==> src/sv/csa_pkg.sv <==
// Shared types and constants for the chunked slot allocator.
// No dependencies; the files that use it refer to it by scoped names.
package csa_pkg;

  // Fixed field widths on the stream ports
  localparam int CHUNK_W    = 4;
  localparam int SLOT_W     = 6;
  localparam int STATUS_W   = 2;
  localparam int IN_DATA_W  = 16;
  localparam int IN_USER_W  = 1;
  localparam int OUT_DATA_W = 16;
  localparam int OUT_USER_W = 2;

  // Request kind (in_tuser)
  localparam logic KIND_ALLOC = 1'b0;
  localparam logic KIND_FREE  = 1'b1;

  // Result status (out_tuser)
  typedef enum logic [STATUS_W-1:0] {
    STAT_OK       = 2'd0,
    STAT_NO_SPACE = 2'd1,
    STAT_INACTIVE = 2'd2
  } csa_status_t;

  // Controller states, one-hot
  typedef enum logic [3:0] {
    ST_IDLE   = 4'b0001,
    ST_LOOK   = 4'b0010,
    ST_META   = 4'b0100,
    ST_COMMIT = 4'b1000
  } csa_state_t;

  // Controller -> datapath commands
  typedef struct packed {
    logic capture;  // latch request word
    logic look;     // pick chunk, issue meta/active reads
    logic meta;     // decide slot, issue stack read
    logic commit;   // write state, load result register
  } csa_cmd_t;

  // Datapath -> controller status
  typedef struct packed {
    logic out_room; // result register can take a new word this cycle
  } csa_stat_t;

endpackage

==> src/sv/csa_ctrl.sv <==
// Sequencing state machine for the chunked slot allocator.
// Depends on csa_pkg (state, command and status types).
module csa_ctrl (
  input  logic                 clk,
  input  logic                 rst_n,
  input  logic                 in_tvalid,
  output logic                 in_tready,
  input  csa_pkg::csa_stat_t   stat,
  output csa_pkg::csa_cmd_t    cmd
);

  csa_pkg::csa_state_t state_r, state_nxt;

  always_comb begin
    state_nxt   = state_r;
    cmd         = '0;
    in_tready   = 1'b0;
    case (state_r)
      csa_pkg::ST_IDLE: begin
        in_tready   = 1'b1;
        cmd.capture = in_tvalid;
        if (in_tvalid) begin
          state_nxt = csa_pkg::ST_LOOK;
        end
      end
      csa_pkg::ST_LOOK: begin
        cmd.look  = 1'b1;
        state_nxt = csa_pkg::ST_META;
      end
      csa_pkg::ST_META: begin
        cmd.meta  = 1'b1;
        state_nxt = csa_pkg::ST_COMMIT;
      end
      csa_pkg::ST_COMMIT: begin
        // hold until the result register frees up
        if (stat.out_room) begin
          cmd.commit = 1'b1;
          state_nxt  = csa_pkg::ST_IDLE;
        end
      end
      default: begin
        state_nxt = csa_pkg::ST_IDLE;
      end
    endcase
  end

  always_ff @(posedge clk) begin
    if (!rst_n) begin
      state_r <= csa_pkg::ST_IDLE;
    end else begin
      state_r <= state_nxt;
    end
  end

endmodule

==> config.mk <==
export PLATFORM = sky130hd
export DESIGN_NAME = csa_ctrl
export DESIGN_NICKNAME = d
export VERILOG_FILES = /design/src/sv/csa_pkg.sv /design/src/sv/csa_ctrl.sv
export SDC_FILE = /design/constraint.sdc
export NUM_CORES = 1
export LEC_CHECK = 0
export BUFFER_PORTS_ARGS = -buffer_cell sky130_fd_sc_hd__buf_2
export CORE_AREA = 2 2 39 41
export CTS_BUF_LIST = sky130_fd_sc_hd__clkbuf_4
export CTS_CLUSTER_DIAMETER = 200
export DETAILED_ROUTE_END_ITERATION = 7
export DIE_AREA = 0 0 41 43
export GPL_TIMING_DRIVEN = 0
export PLACE_DENSITY = 0.41
export SYNTH_ARGS = -nofsm -noshare
export SYNTH_HDL_FRONTEND = slang
export SYNTH_SLANG_ARGS = --single-unit
==> constraint.sdc <==
create_clock -name clk -period 1.5 [get_ports clk]
set_clock_uncertainty 0.1 [all_clocks]
set_input_delay 0.075 -clock clk [delete_from_list [all_inputs] [get_ports clk]]
set_output_delay 0.075 -clock clk [all_outputs]
set_load 0.02 [all_outputs]
[Word-level counts from Yosys, hierarchy flattened]
Index checks and enable logic that the tools add are counted.
Storage, ports and cells
  output and inout bits: 5
  register bits: 4
  input port bits: 4
  word-level logic and storage cells: 17
Cells by class
  reductions and logical operators: 1
  equality and inequality tests: 6
  muxes and demuxes: 9
Operators by type and width (number)
  $pmux 4 s4: 1
  $mux 4: 2
  $mux 1: 6
  $eq 4x1->1 const B: 1
  $eq 4x2->1 const B: 1
  $eq 4x3->1 const B: 1
  $eq 4x4->1 const B: 1
  $ne 2x2->1 const B: 2
  $reduce_and 2->1: 1

[Depth between registers and ports, before layout]
  depth after elaboration: 3
  depth in mapped cells: 4
  mapped depth without buffers: 3

[Least setup slack after synthesis]
Ideal clock, no wire load.
  path kind: reg-to-output
  start: register state_r[3]
  end: output port cmd[3] in the netlist's numbering
  buffers on the path: 1
  data arrival time: 1.155 ns
  path slack: 0.170 ns
  data required time: 1.325 ns
  stages on the path, launching flop included: 4
  path through: dfxtp_1 buf_6 nor4b_4 and2_1
RTL lines
  from (decl): RTL line csa_ctrl.sv:12  | csa_pkg::csa_state_t state_r, state_nxt;
  from (signal assigned): RTL line csa_ctrl.sv:49  | state_r <= csa_pkg::ST_IDLE;
  from (signal assigned): RTL line csa_ctrl.sv:51  | state_r <= state_nxt;
  to (decl): RTL line csa_ctrl.sv:9  | output csa_pkg::csa_cmd_t cmd

==> run_results.csv <==
group,metric,value,unit
power_and_ir_drop,p_total,0.446,mW
timing,relSlewSlack,81.9,%
place,hpwlAfterDp,443,um
power_and_ir_drop,p_per_area,1070,nW/um2
clocking,clock_latency,0.24,ns
routing,viasPerCell,4.54,
min_path,hold_class,"in2reg",
routing,drc,0,
global_route,grt_max_degree,9,
logic_synthesis,yosys.area.top_type,"dfxtp_1",
worst_setup_path,critPathRequiredTime,1.32,ns
global_route,grt_pass1_wl,1020,um
worst_setup_path,crit_path_end_kind,"output pin",
min_path,holdCritStartpoint,"in_tvalid",
logic_synthesis,yosys-top-cells-area,"dfxtp_1 (27%), nor4b_4 (24%), buf_6 (11%)",
cells_and_area,fillCellCount,152,
worst_setup_path,cp_common_cell,"buf_6",
global_route,overflow,0,
place,placed_area,359,um2
routing,dr.pass1.iters,3,
worst_setup_path,crit_type,"reg2out",
global_route,grt_pass1_vias,238,
flow_run,maxCapViolations,0,
worst_setup_path,slowest_stage,"nor4b_4",
routing,wire_per_inst,10.9,um
worst_setup_path,crit_buf_inv,2,
worst_setup_path,cpLargestDelayFamily,"simple AND/OR/NAND/NOR gates",
logic_synthesis,syn_inst,27,
routing,wl,619,um
place,port_buffers,8,
clocking,clk_pin_slew_worst_paths,0.04,ns
logic_synthesis,syn_nets,31,
floorplanning,die_x,41,um
timing,drv_slew,0,
floorplanning,io-pin-count,9,
floorplanning,die-area,1760,um2
clocking,cts_sinks,4,
worst_setup_path,worstPathMaxFanout,6,
routing,drt_iter0_markers,4,
logic_synthesis,postSynthAreaPerCell,11.1,um2
global_route,gr-usage-all-layers,9.14,%
worst_setup_path,worstPathCellList,"buf_6 -> nor4b_4 -> and2_4 -> buf_6",
timing,timing.fmax,683,MHz
worst_setup_path,critPathMaxStageDelay,0.32,ns
logic_synthesis,async_flop_share,0,%
timing,tightest_slew,0.267,ns
floorplanning,std_cell_rows,14,
timing,finalCriticalPeriod,1.46,ns
logic_synthesis,yosysMostFrequentCell,"dfxtp_1",
clocking,cts_tree,"yes",
worst_setup_path,r2r_start,"state_r[3]",
logic_synthesis,synth_common_cells,"dfxtp_1 (4), buf_6 (3), nor4b_4 (3), and2_1 (2), nor4b_1 (2)",
cells_and_area,finalNetCount,47,
floorplanning,coreArea,1380,um2
timing,finalHoldViolations,0,
place,dp_cells,51,
clocking,clockBufferDepth,2,
cells_and_area,drive_gt1_share,53.7,%
worst_setup_path,arrival,1.29,ns
timing,setup_violations,0,
logic_synthesis,yosysSeqAreaShare,26.8,%
logic_synthesis,yosysTopAreaCellShare,26.8,%
timing,fin_crit_sh,97.6,%
cells_and_area,syn2layout_area_growth,39.3,%
power_and_ir_drop,peakVddDrop,0.343,mV
timing,rsz0062_at_grt,"yes",
routing,antenna_left,0,
clocking,cts_root_buffer,"clkbuf_4",
logic_synthesis,synth-seq-cells,4,
global_route,antenna_found_initial,0,
place,place_congestion,0.713,
logic_synthesis,synth_edf_count,0,
floorplanning,die_h,43,um
cells_and_area,final_area,417,um2
cells_and_area,largest_reg_flops,4,
cells_and_area,antennaDiodeCount,0,
logic_synthesis,synthesis.area,299,um2
cells_and_area,fin_cells,57,
cells_and_area,largest_registers,"state_r x4",
clocking,cts_buffers,3,
routing,vias,259,
clocking,htree_levels,1,
cells_and_area,regMostFlops,"state_r",
logic_synthesis,yosysUniqueCellTypes,18,
worst_setup_path,startpoint_type,"flip-flop",
logic_synthesis,synth_flop_cell,"dfxtp_1",
logic_synthesis,yosysWarnings,0,
outcome,status,"finished, final reports clean",
worst_setup_path,startpoint,"state_r[3]",
floorplanning,initial_utilization,21.6,%
power_and_ir_drop,leakagePower,0.180,nW
==> path summary, 6_finish.rpt <==
| path | endpoint | slack (ns) | cells after the start |
|---|---|---|---|
| worst min register to register | state_r[3] | 0.43 | 1 |
| worst max-delay path | cmd[3] | 0.04 | 4 |
| worst min-delay path | state_r[1] | 0.02 | 2 |
| worst max register to register | state_r[3] | 0.12 | 5 |
==> power breakdown <==
| group | switching [mW] | leakage (nW) | internal, mW |
|---|---|---|---|
| clock network | 0.0471 | 0.0138 | 0.0897 |
| registers | 0.0108 | 0.0332 | 0.120 |
| logic | 0.0841 | 0.133 | 0.0949 |
| total | 0.142 | 0.180 | 0.304 |
==> final cells by class <==
type,instances,area [um2],share of cell area [%]
Buffer,4,41.3,9.91
Timing Repair Buffer,11,71.3,17.1
Multi-Input combinational cell,18,176,42.3
Tap cell,16,20.0,4.80
Sequential cell,4,81.3,19.5
Clock buffer,3,22.5,5.41
Inverter,1,3.75,0.901
==> cells by family after synthesis <==
kind of cell | share of synthesized area [%]
AND/OR/NAND/NOR | 51.9
AO/OA/AOI/OAI | 3.35
XOR/XNOR | 2.93
buffers and inverters | 15.1
flip-flops | 26.8
==> metal layers <==
layer | up-vias | GRT usage, % | wire (um)
li1 | 125 | - | -
met1 | 125 | 9.97 | 251
met2 | 7 | 12.2 | 335
met3 | 2 | 3.14 | 17
met4 | 0 | 10.0 | 15
met5 | - | 0 | 0
==> worst register-to-register path: stages (launching register included) <==
cell and delay [ns]:
dfxtp_1 0.30, buf_6 0.13, buf_4 0.13, nor4b_1 0.28
nor3_1 0.10, nor4bb_1 0.25
==> metrics by stage <==
step	setup TNS, ns	util (%)	hold slack [ns]	setup slack [ns]
floorplan	0	-	0.0468	0.170
global placement	0	25.9	0.191	0.229
detailed placement	0	25.9	0.184	0.229
CTS	0	28.3	0.00486	0.0204
global route	-0.112	30.1	0.0308	-0.0646
finish	0	30.1	0.0167	0.0355
==> cells in the final DEF, fill, tap and decap left out, drive strengths merged <==
master and count:
inv 1, xor2 1, nor3b 1, nor2 1, buf 14, nor3 1
and2 2, nand3 1, nor4bb 1, dfxtp 4, clkbuf 3, nand2b 1
nor4 1, dlygate4sd3 1, and3 1, nand2 1, nor4b 5, a221o 1
==> repair_timing <==
action | in CTS | in global routing
gates resized for setup | 0 | 4
setup endpoints to repair | 0 | 3
hold endpoints to repair | 2 | 0
setup buffers | 0 | 2
hold buffers | 1 | 0
(Power assumes the default switching activity.)
